File: src/rtl/core/epwt_pkg.sv
// Shared types, constants and the cosine table for the pressure-volume work tracker.
`default_nettype none
package epwt_pkg;

    localparam int COS_TABLE_BITS = 10;
    localparam int COS_Q_LEN      = (1 << (COS_TABLE_BITS - 2)) + 1;
    localparam int COS_IDX_W      = COS_TABLE_BITS - 1;

    localparam int CFG_INDEX_W = 3;
    localparam int CFG_DATA_W  = 24;

    typedef enum logic [CFG_INDEX_W-1:0] {
        REG_SKIP_COUNT   = 3'd0,
        REG_HOT_AREA     = 3'd1,
        REG_HOT_RADIUS   = 3'd2,
        REG_HOT_VMIN     = 3'd3,
        REG_COLD_AREA    = 3'd4,
        REG_COLD_RADIUS  = 3'd5,
        REG_COLD_VMIN    = 3'd6
    } cfg_reg_t;

    typedef enum logic [2:0] {
        ST_IDLE,
        ST_MUL1,
        ST_MUL2,
        ST_VOL,
        ST_WORK,
        ST_OUT
    } ctrl_state_t;

    typedef struct packed {
        logic accept;
        logic mul1;
        logic mul2;
        logic vol;
        logic work;
        logic load_out;
    } dp_cmd_t;

    typedef struct packed {
        logic skip;
    } dp_status_t;

    typedef logic [15:0] cos_lut_t [COS_Q_LEN];

    // Quarter-wave cosine magnitudes in Q15, built at elaboration
    function automatic cos_lut_t cos_build();
        cos_lut_t        lut;
        longint unsigned p;
        longint unsigned th;
        longint unsigned t;
        longint unsigned a;
        longint unsigned b;
        longint unsigned c;
        longint unsigned d;
        longint unsigned h;
        longint unsigned e;
        for (int j = 0; j < COS_Q_LEN; j++)
        begin
            p  = longint'(j) << (16 - COS_TABLE_BITS);
            th = (p * 64'd1686629713) >> 14;
            t  = (th * th) >> 30;
            a  = (64'd1 << 30) - t / 90;
            b  = (64'd1 << 30) - ((t * a) >> 30) / 56;
            c  = (64'd1 << 30) - ((t * b) >> 30) / 30;
            d  = (64'd1 << 30) - ((t * c) >> 30) / 12;
            h  = ((t * d) >> 30) >> 1;
            e  = (h >= (64'd1 << 30)) ? 64'd0 : (64'd1 << 30) - h;
            lut[j] = 16'((e + 64'd16384) >> 15);
        end
        return lut;
    endfunction

    localparam cos_lut_t COS_LUT = cos_build();

endpackage
`default_nettype wire

File: src/rtl/core/epwt_ctrl.sv
// Sequencing state machine for the pressure-volume work tracker.
`default_nettype none
module epwt_ctrl
    import epwt_pkg::*;
(
    input  wire logic       clk,
    input  wire logic       rst_n,
    input  wire logic       in_valid,
    output logic            in_stall,
    output logic            out_valid,
    input  wire logic       out_stall,
    input  wire dp_status_t status,
    output dp_cmd_t         cmd
);

    ctrl_state_t state_reg, state_next;
    logic        out_valid_reg, out_valid_next;

    // Hold state and output flag
    always_ff @(posedge clk or negedge rst_n)
    begin
        if (!rst_n)
        begin
            state_reg     <= ST_IDLE;
            out_valid_reg <= 1'b0;
        end
        else
        begin
            state_reg     <= state_next;
            out_valid_reg <= out_valid_next;
        end
    end

    // Advance through the compute steps
    always_comb
    begin
        state_next     = state_reg;
        out_valid_next = out_valid_reg && out_stall;
        cmd            = '0;
        case (state_reg)
            ST_IDLE:
            begin
                if (in_valid)
                begin
                    cmd.accept = 1'b1;
                    if (!status.skip)
                    begin
                        state_next = ST_MUL1;
                    end
                end
            end
            ST_MUL1:
            begin
                cmd.mul1   = 1'b1;
                state_next = ST_MUL2;
            end
            ST_MUL2:
            begin
                cmd.mul2   = 1'b1;
                state_next = ST_VOL;
            end
            ST_VOL:
            begin
                cmd.vol    = 1'b1;
                state_next = ST_WORK;
            end
            ST_WORK:
            begin
                cmd.work   = 1'b1;
                state_next = ST_OUT;
            end
            ST_OUT:
            begin
                if (!out_valid_reg || !out_stall)
                begin
                    cmd.load_out   = 1'b1;
                    out_valid_next = 1'b1;
                    state_next     = ST_IDLE;
                end
            end
            default:
            begin
                state_next = ST_IDLE;
            end
        endcase
    end

    assign in_stall  = (state_reg != ST_IDLE);
    assign out_valid = out_valid_reg;

endmodule
`default_nettype wire

File: config.mk
export PLATFORM = sky130hd
export DESIGN_NAME = epwt_ctrl
export DESIGN_NICKNAME = d
export VERILOG_FILES = /design/src/rtl/core/epwt_pkg.sv /design/src/rtl/core/epwt_ctrl.sv
export SDC_FILE = /design/constraint.sdc
export NUM_CORES = 1
export LEC_CHECK = 0
export CAP_MARGIN = 25
export CORE_AREA = 2 2 39 41
export DETAILED_ROUTE_END_ITERATION = 10
export DIE_AREA = 0 0 41 43
export DONT_BUFFER_PORTS = 1
export REMOVE_ABC_BUFFERS = 1
export SETUP_SLACK_MARGIN = 0.05
export SLEW_MARGIN = 20
export SYNTH_ARGS = -nofsm -noshare
export SYNTH_HDL_FRONTEND = slang
export SYNTH_SLANG_ARGS = --single-unit
File: constraint.sdc
create_clock -name clk -period 3.1 [get_ports clk]
set_clock_uncertainty 0.2 [all_clocks]
set_input_delay 0.31 -clock clk [delete_from_list [all_inputs] [get_ports clk]]
set_output_delay 0.31 -clock clk [all_outputs]
set_load 0.02 [all_outputs]
==> impl_metrics.tcl, run 1 <==
set metrics [dict create \
    drt_iter0_markers 6 \
    port_buffers 0 \
    synth.distinct_cells 18 \
    syn_to_final_growth_pct 20.50 \
    cts.sinks 4 \
    async_reset_ff_frac 1.000 \
    core-area_um2 1384 \
    first_pass_iters 2 \
    seq_area_frac_synth 0.4000 \
    endpoint_kind "output port" \
    die_y_um 43 \
    max_stage_delay_ns 0.62 \
    grt_overflow 0 \
    tns_ns 0 \
    power.density_nw_per_um2 1148 \
    crit_buf_inv 0 \
    cts_tree "built" \
    wire_per_inst_um 10.93 \
    diodes 0 \
    dieArea_um2 1763 \
    drcViolationCount 0 \
    synth_edf_count 0 \
    ctsResizeCount 0 \
    largest_reg_flops 3 \
    grt_pass1_vias 191 \
    worst_pin_slew_ns 0.6805 \
    stdcell_count 46 \
    insertion_delay_ns 0.23 \
    place.gp.congestion 0.6367 \
    die_x_um 41 \
    fin_nets 37 \
    synth_area_leaders "dfrtp_1 40%, nor3b_2 10%, nand2b_1 5.0%" \
    routed_wl_um 503 \
    syn-cell-area_um2 250.2 \
    syn_area_per_cell_um2 9.625 \
    final.min_clock_period_ns 1.892 \
    path_clk_slew_ns 0.04 \
    synthCells 26 \
    cts_buffers 3 \
    synth_area_leader_cell "dfrtp_1" \
    synth_warnings 0 \
    ant_nets 0 \
    grt_setup_unrepaired "no" \
    drv_cap 0 \
    num-fill-cells 153 \
    outcome "complete, no violations" \
    worst_setup_path_start_kind "flop" \
    num_rows 14 \
    ys_ff_latch 4 \
    via_per_inst 4.326 \
    clockBufferDepth 2 \
    hp-class "primary input to flop" \
    grt_max_degree 12 \
    synth_ff_type "dfrtp_1" \
    maxSlewViolCount 0 \
    fmax_mhz 528.6 \
    ir_drop_mv 0.2339 \
    layout_commonest_cell "dfrtp_1" \
    critPathKind "flop to output port" \
    p_leak_nw 0.1286 \
    final-setup-viol-count 0 \
    root_buffer "clkbuf_4" \
    antenna_found_initial 0 \
    path_delay_family "simple AND/OR/NAND/NOR gates" \
    relSlewSlack 0.5454 \
    crit_chain "nor3b_1" \
    synth_top_area_share 0.4000 \
    period_share 0.6102 \
    ff_latch_area_um2 100.1 \
    multi_input_area_um2 135.1 \
    cts-htree-levels 1 \
    finalHoldViolCount 0 \
    grt_pass1_wl_um 834 \
    most-common-layout-cells "4 x dfrtp_1, 3 x nand2_1, 3 x clkbuf_4" \
    cpMaxStageDelayCell "nor3b_1" \
    worst-endpoint-required_ns 2.59 \
    pin_count 13 \
    fin_area_um2 301.5 \
    drive_gt1_frac 0.2667 \
    place_area_um2 259.0 \
    crit_fanout 11 \
    gr-usage-all-layers 0.08056 \
    start_util 0.1808 \
    critPathArrivalTime_ns 1.38 \
    dpl.cell_count 41 \
    vias 199 \
]
## cells in the mapped netlist, drive strengths merged, types with 2 or more instances
library cell	n
dfrtp	4
nor2	3
nand2	3
nand2b	2
nor3b	3
## cells by family (layout without fill, tap and decap cells)
logic type             after synthesis  count (layout)  share of synthesized area
AND/OR/NAND/NOR                     16              16                     0.4300
buffers and inverters                2               6                    0.05998
AO/OA/AOI/OAI                        4               4                     0.1100
flip-flops                           4               4                     0.4000
## cell type report
cell class	instances	area share
Multi-Input combinational cell	20	0.4481
Sequential cell	4	0.3320
Clock buffer	3	0.07469
Timing Repair Buffer	2	0.06639
Tap cell	16	0.06639
Inverter	1	0.01245
## what timing repair did
action                                 in CTS  in global routing
setup buffers                               0                  0
hold buffers                                2                  0
endpoints found under the hold margin       5                  0
setup endpoints to repair                   0                  0
## metal layers
layer	vias to the layer above	track usage	part of all wire
met4	0	0.1000	0.044
met5	-	0	0
met2	11	0.08125	0.43
met3	2	0.06283	0.13
met1	87	0.08766	0.39
li1	99	-	-
## power breakdown
group	switching (W)	internal (W)	total, W
combinational	0.0000914	0.0000606	0.000152
sequential	0.0000537	0.0000759	0.000130
clock	0.0000213	0.0000433	0.0000646
## worst paths after layout
kind	cells past startpoint	start	slack [ns]	end
worst max-delay path	1	state_reg[2]$_DFFE_PN0P_	1.21	cmd[1]
worst min-delay path	2	in_valid	0.06	state_reg[0]$_DFFE_PN0P_
worst min register to register	1	state_reg[0]$_DFFE_PN0P_	0.44	state_reg[0]$_DFFE_PN0P_
max in group asynchronous	1	rst_n	2.38	state_reg[0]$_DFFE_PN0P_
worst max register to register	2	state_reg[2]$_DFFE_PN0P_	1.75	state_reg[1]$_DFFE_PN0P_
min in group asynchronous	1	rst_n	0.15	state_reg[2]$_DFFE_PN0P_
## stage by stage
stage / hold WS [ns] / setup WS (ns) / utilization / power (W)
final: 0.06266 / 1.208 / 0.2179 / 0.0003461
after floorplan: -0.1856 / 1.507 / - / 0.0002567
after global routing: 0.06479 / 1.082 / 0.2179 / 0.0003751
after global placement: -0.1855 / 1.424 / 0.1872 / 0.0002816
after detailed placement: -0.1854 / 1.451 / 0.1872 / 0.0002812
after CTS: 0.06286 / 1.195 / 0.2179 / 0.0003523
Power figures use the tool's default switching activity.
==> run 2: changes to the inputs <==
Settings changed: ABC_AREA set to 1.
Clock period 3.1 ns to 1.95 ns, I/O delays scaled along.
==> run 2 against run 1 <==
Die area did not move. Power up 44%. Via count up 7.5%.
==> impl_metrics.tcl, run 2 <==
set metrics [dict create \
    power.switching_w 0.0002605 \
    crit_fanout 6 \
    p_int_w 0.0002393 \
    num_rows 14 \
    syn-cell-area_um2 221.5 \
    diodes 0 \
    ctsResizeCount 0 \
    root_buffer "clkbuf_4" \
    place.gp.congestion 0.7912 \
    start_util 0.1600 \
    place_area_um2 241.5 \
    die_y_um 43 \
    num-fill-cells 153 \
    p_seq_frac 0.353 \
    final-setup-viol-count 0 \
    pwr-share-clk 0.200 \
    hpwl_um 393.7 \
    final.min_clock_period_ns 1.645 \
    drcViolationCount 0 \
    core-area_um2 1384 \
    die_x_um 41 \
    largest_reg_flops 3 \
    outcome "complete, no violations" \
    drive_gt1_frac 0.2222 \
    cts-htree-levels 1 \
    cts_buffers 3 \
    first_pass_iters 2 \
    hp-class "primary input to asynchronous set/reset pin" \
    synth_warnings 0 \
    grt_max_degree 7 \
    synth.distinct_cells 11 \
    synth_edf_count 0 \
    ir_drop_mv 0.4102 \
    dieArea_um2 1763 \
    fmax_mhz 608.0 \
    relSlewSlack 0.7062 \
    antenna_found_initial 0 \
    drt_iter0_markers 7 \
    p_leak_nw 0.1585 \
    synth_common_cells "7 x nor2_1, 4 x dfrtp_1, 4 x inv_1, 4 x nand2_1" \
    syn_area_per_cell_um2 7.382 \
    most-common-layout-cells "7 x nor2_1, 4 x inv_1, 4 x nand2_1, 4 x dfrtp_1" \
    power_frac_comb 0.447 \
    synthCells 30 \
    switching_share 0.5212 \
    drv_cap 0 \
    p_total_w 0.0004998 \
    synth_area_leaders "dfrtp_1 45%, nor2_1 12%, nor3_2 9.0%" \
    grt_overflow 0 \
    grt_setup_unrepaired "no" \
    fin_area_um2 294.0 \
    worst-endpoint-required_ns 1.55 \
    routed_wl_um 493 \
    ys_ff_latch 4 \
    grt_pass1_vias 205 \
    critPathKind "flop to output port" \
    pin_count 13 \
    layout_commonest_cell "nor2_1" \
    synth_top_area_share 0.4520 \
    wire_per_inst_um 9.481 \
    via_per_inst 4.115 \
    maxSlewViolCount 0 \
    tns_ns 0 \
    synth.most_common_cell "nor2_1" \
    syn_to_final_growth_pct 32.77 \
    worst_setup_path_start_kind "flop" \
    gr-usage-all-layers 0.07646 \
    synth_area_leader_cell "dfrtp_1" \
    insertion_delay_ns 0.23 \
    power.density_nw_per_um2 1700 \
    worst_pin_slew_ns 0.4383 \
    period_share 0.8434 \
    clockBufferDepth 2 \
    critPathArrivalTime_ns 1.25 \
    synth_ff_type "dfrtp_1" \
    cts.sinks 4 \
    final_util 0.2125 \
    seq_area_frac_synth 0.4520 \
    endpoint_kind "output port" \
    worst_slack_ns 0.3053 \
    path_clk_slew_ns 0.04 \
    ant_nets 0 \
    dp_worst_setup_slack_ns 0.5424 \
    grt_pass1_wl_um 800 \
    vias 214 \
    port_buffers 0 \
    cts_tree "built" \
    fin_nets 43 \
    async_reset_ff_frac 1.000 \
    finalHoldViolCount 0 \
]
==> run 2: cell types whose count changed in the layout (fill, tap and decap cells not counted), sizes merged, moves of 2 or more <==
cell,before,now
nor2,3,7
nand2,3,5
nor3b,3,0
inv,1,6
o21ai,0,3
nor3,0,2
nand2b,2,0
==> run 2: power by group through the flow <==
stage | Clock, W | Sequential (W) | Combinational (W)
2_1_floorplan | 0 | 0.000166 | 0.000194
3_3_place_gp | 0 | 0.000175 | 0.000216
3_5_place_dp | 0 | 0.000177 | 0.000219
4_1_cts | 0.000104 | 0.000176 | 0.000226
5_1_grt | 0.000112 | 0.000186 | 0.000253
6_report | 0.000100 | 0.000177 | 0.000223
==> run 2: worst max-delay path, cell delays in order (launching register included) <==
cell	delay (ns)
dfrtp_1	0.43
nor2_1	0.14
nand2_2	0.13
nor2_1	0.32
==> run 2: repair_timing <==
| action | CTS | global route |
|---|---|---|
| hold buffers | 3 | 0 |
| setup buffers | 0 | 0 |
| endpoints found under the hold margin | 6 | 0 |
==> run 2: through the flow <==
stage | hold WS, ns | cells
after floorplan | -0.3006 | 30
after global placement | -0.3005 | 46
after detailed placement | -0.3005 | 46
after CTS | 0.02843 | 52
after global routing | 0.02947 | 52
final | 0.02905 | 52
==> run 2: area by class of cell <==
class                           count  area (um2)  share of cell area
Inverter                            6       22.52             0.07660
Sequential cell                     4       100.1              0.3404
Multi-Input combinational cell     20       98.84              0.3362
Timing Repair Buffer                3       30.03              0.1021
Clock buffer                        3       22.52             0.07660
Tap cell                           16       20.02             0.06809
==> run 2: cells by family after synthesis <==
kind of cell / count (synthesis) / synth area share
DFF: 4 / 0.4520
AOI/OAI and AO/OA: 3 / 0.06778
buffers and inverters: 6 / 0.1017
and+or+nand+nor: 17 / 0.3786
==> run 2: path summary, 6_finish.rpt <==
kind / from / end / slack (ns) / depth (start not counted)
setup / recovery: state_reg[0]$_DFFE_PN0P_ / cmd[5] / 0.31 / 3
hold / removal: rst_n / out_valid$_DFF_PN0_ / 0.03 / 1
setup reg to reg: state_reg[0]$_DFFE_PN0P_ / state_reg[2]$_DFFE_PN0P_ / 0.63 / 4
hold reg to reg: state_reg[2]$_DFFE_PN0P_ / state_reg[1]$_DFFE_PN0P_ / 0.43 / 1
max in group asynchronous: rst_n / state_reg[1]$_DFFE_PN0P_ / 1.35 / 1
min in group clk: in_valid / state_reg[0]$_DFFE_PN0P_ / 0.06 / 4
==> run 2: metal layers <==
| metal | GRT usage | vias to the layer above | routed length, um |
|---|---|---|---|
| met5 | 0 | - | 0 |
| met4 | 0.1000 | 0 | 19 |
| met3 | 0.05236 | 2 | 62 |
| met2 | 0.06875 | 12 | 188 |
| met1 | 0.09385 | 90 | 223 |
| li1 | - | 110 | - |
==> run 3: changes to the inputs <==
Settings changed: ABC_AREA 1 to 0.
Clock period 1.95 ns to 1.44 ns, I/O delays scaled along.
==> run 3 against run 2 <==
The run now ends with setup timing left. Critical path depth is 1 higher. Count of clock-buffer cells in the layout unchanged. Clock power is 43% higher. Critical endpoint is now cmd[0].
==> impl_metrics.tcl, run 3 (synthesis gave the netlist of run 1 again) <==
set metrics [dict create \
    outcome "complete, but fails checks" \
    violations "setup timing" \
    fmax_mhz 643.3 \
    relSlewSlack 0.7929 \
    p_seq_frac 0.215 \
    cts.sinks 4 \
    crit_chain "buf_6 -> nand3b_1 -> a21oi_2 -> buf_4" \
    place.gp.congestion 0.7473 \
    grt_pass1_vias 243 \
    power.density_nw_per_um2 2327 \
    final-setup-viol-count 6 \
    ant_nets 0 \
    hp-class "primary input to output port" \
    pwr-share-clk 0.141 \
    die_y_um 43 \
    finalHoldViolCount 0 \
    power.switching_w 0.0004300 \
    r2r_start "state_reg[2]$_DFFE_PN0P_" \
    worst_slack_ns -0.1144 \
    cts-htree-levels 1 \
    p_total_w 0.001013 \
    grt_overflow 0 \
    fin_nets 49 \
    drcViolationCount 0 \
    cts_tree "built" \
    period_share 1.079 \
    endpoint_kind "output port" \
    dieArea_um2 1763 \
    power_frac_comb 0.644 \
    routed_wl_um 599 \
    wire_per_inst_um 10.33 \
    p_leak_nw 0.1943 \
    insertion_delay_ns 0.24 \
    diodes 0 \
    gr-usage-met2 0.1063 \
    switching_share 0.4244 \
    use_met3 0.05236 \
    critPathArrivalTime_ns 1.21 \
    rrSetupSlack_ns 0.21 \
    drv_cap 0 \
    first_pass_iters 4 \
    path_clk_slew_ns 0.03 \
    pin_count 13 \
    maxSlewViolCount 0 \
    critPathKind "flop to output port" \
    worst-endpoint-required_ns 1.10 \
    grt_setup_unrepaired "yes" \
    num_rows 14 \
    ir_drop_mv 0.8359 \
    min_path_cells 2 \
    cts_buffers 3 \
    num-fill-cells 146 \
    grt_max_degree 11 \
    drt_iter0_markers 5 \
    crit_fanout 8 \
    vias 245 \
    drive_gt1_frac 0.4762 \
    cpMaxStageDelayCell "dfrtp_1" \
    rr_endpoint "state_reg[0]$_DFFE_PN0P_" \
    most-common-layout-cells "5 x dlygate4sd3_1, 5 x buf_4, 4 x dfrtp_1, 4 x buf_6" \
    tns_ns -0.3873 \
    port_buffers 0 \
    grt_util_met1 0.1111 \
    largest_reg_flops 3 \
    min_to "cmd[5]" \
    worst_setup_path_start_kind "flop" \
    min_from "in_valid" \
    crit_buf_inv 2 \
    final.min_clock_period_ns 1.554 \
    hpwl_um 441.8 \
    final_util 0.3146 \
    path_delay_family "flip-flops" \
    antenna_found_initial 0 \
    dp_worst_setup_slack_ns 0.09642 \
    start_util 0.1808 \
    p_int_w 0.0005831 \
    via_per_inst 4.224 \
    syn_to_final_growth_pct 74.00 \
    worst_pin_slew_ns 0.3107 \
    die_x_um 41 \
    gr-usage-all-layers 0.09082 \
    r2r_cells 3 \
    core-area_um2 1384 \
    max_stage_delay_ns 0.38 \
    root_buffer "clkbuf_4" \
    clockBufferDepth 2 \
    grt_busiest_layer "met1" \
    grt_pass1_wl_um 1007 \
]
## run 3: final cells by class
cell class | count | area (um2) | area share
clock buffers | 3 | 22.52 | 0.05172
inverters | 1 | 3.754 | 0.008621
multi-input cells | 20 | 156.4 | 0.3592
flip-flops and latches | 4 | 100.1 | 0.2299
well taps | 16 | 20.02 | 0.04598
repair buffers | 14 | 132.6 | 0.3046
## run 3: power groups by stage
stage | logic (W) | clock network [W] | registers (W)
2_1_floorplan | 0.000294 | 0 | 0.000258
3_3_place_gp | 0.000542 | 0 | 0.000209
3_5_place_dp | 0.000546 | 0 | 0.000212
4_1_cts | 0.000648 | 0.000149 | 0.000218
5_1_grt | 0.000707 | 0.000149 | 0.000226
6_report | 0.000652 | 0.000143 | 0.000218
## run 3: repair_timing
item	CTS	global route
gates resized for setup	7	2
hold endpoints to repair	7	0
setup buffers	1	0
pin swaps	5	2
hold buffers	5	0
endpoints found under the setup margin	7	7
gates cloned	0	0
## run 3: per-stage QoR
step	area, um2	std cells	hold slack, ns
5_1_grt	435.4	58	0.2370
4_1_cts	426.7	58	0.2233
3_3_place_gp	319.1	49	-0.3515
3_5_place_dp	319.1	49	-0.3515
2_1_floorplan	239.0	25	-0.3516
6_report	435.4	58	0.2220
## run 3: how the worst max path moves through the flow
stage | start | endpoint | cells past startpoint
floorplan | state_reg[1]$_DFFE_PN0P_ | cmd[5] | 2
global placement | state_reg[1]$_DFFE_PN0P_ | cmd[5] | 2
detailed placement | state_reg[1]$_DFFE_PN0P_ | cmd[0] | 4
CTS | state_reg[1]$_DFFE_PN0P_ | cmd[0] | 4
global route | state_reg[1]$_DFFE_PN0P_ | cmd[0] | 4
finish | state_reg[1]$_DFFE_PN0P_ | cmd[0] | 4
## run 3: worst reg2reg max path: stages (launching register included)
cell and delay (ns):
dfrtp_1 0.38, buf_6 0.15, and2_2 0.18, a221oi_1 0.22
## run 3: routing by layer
layer / share of wire / vias up
met5: 0 / -
met4: 0.032 / 0
met3: 0.098 / 2
met2: 0.45 / 11
met1: 0.42 / 108
li1: - / 124
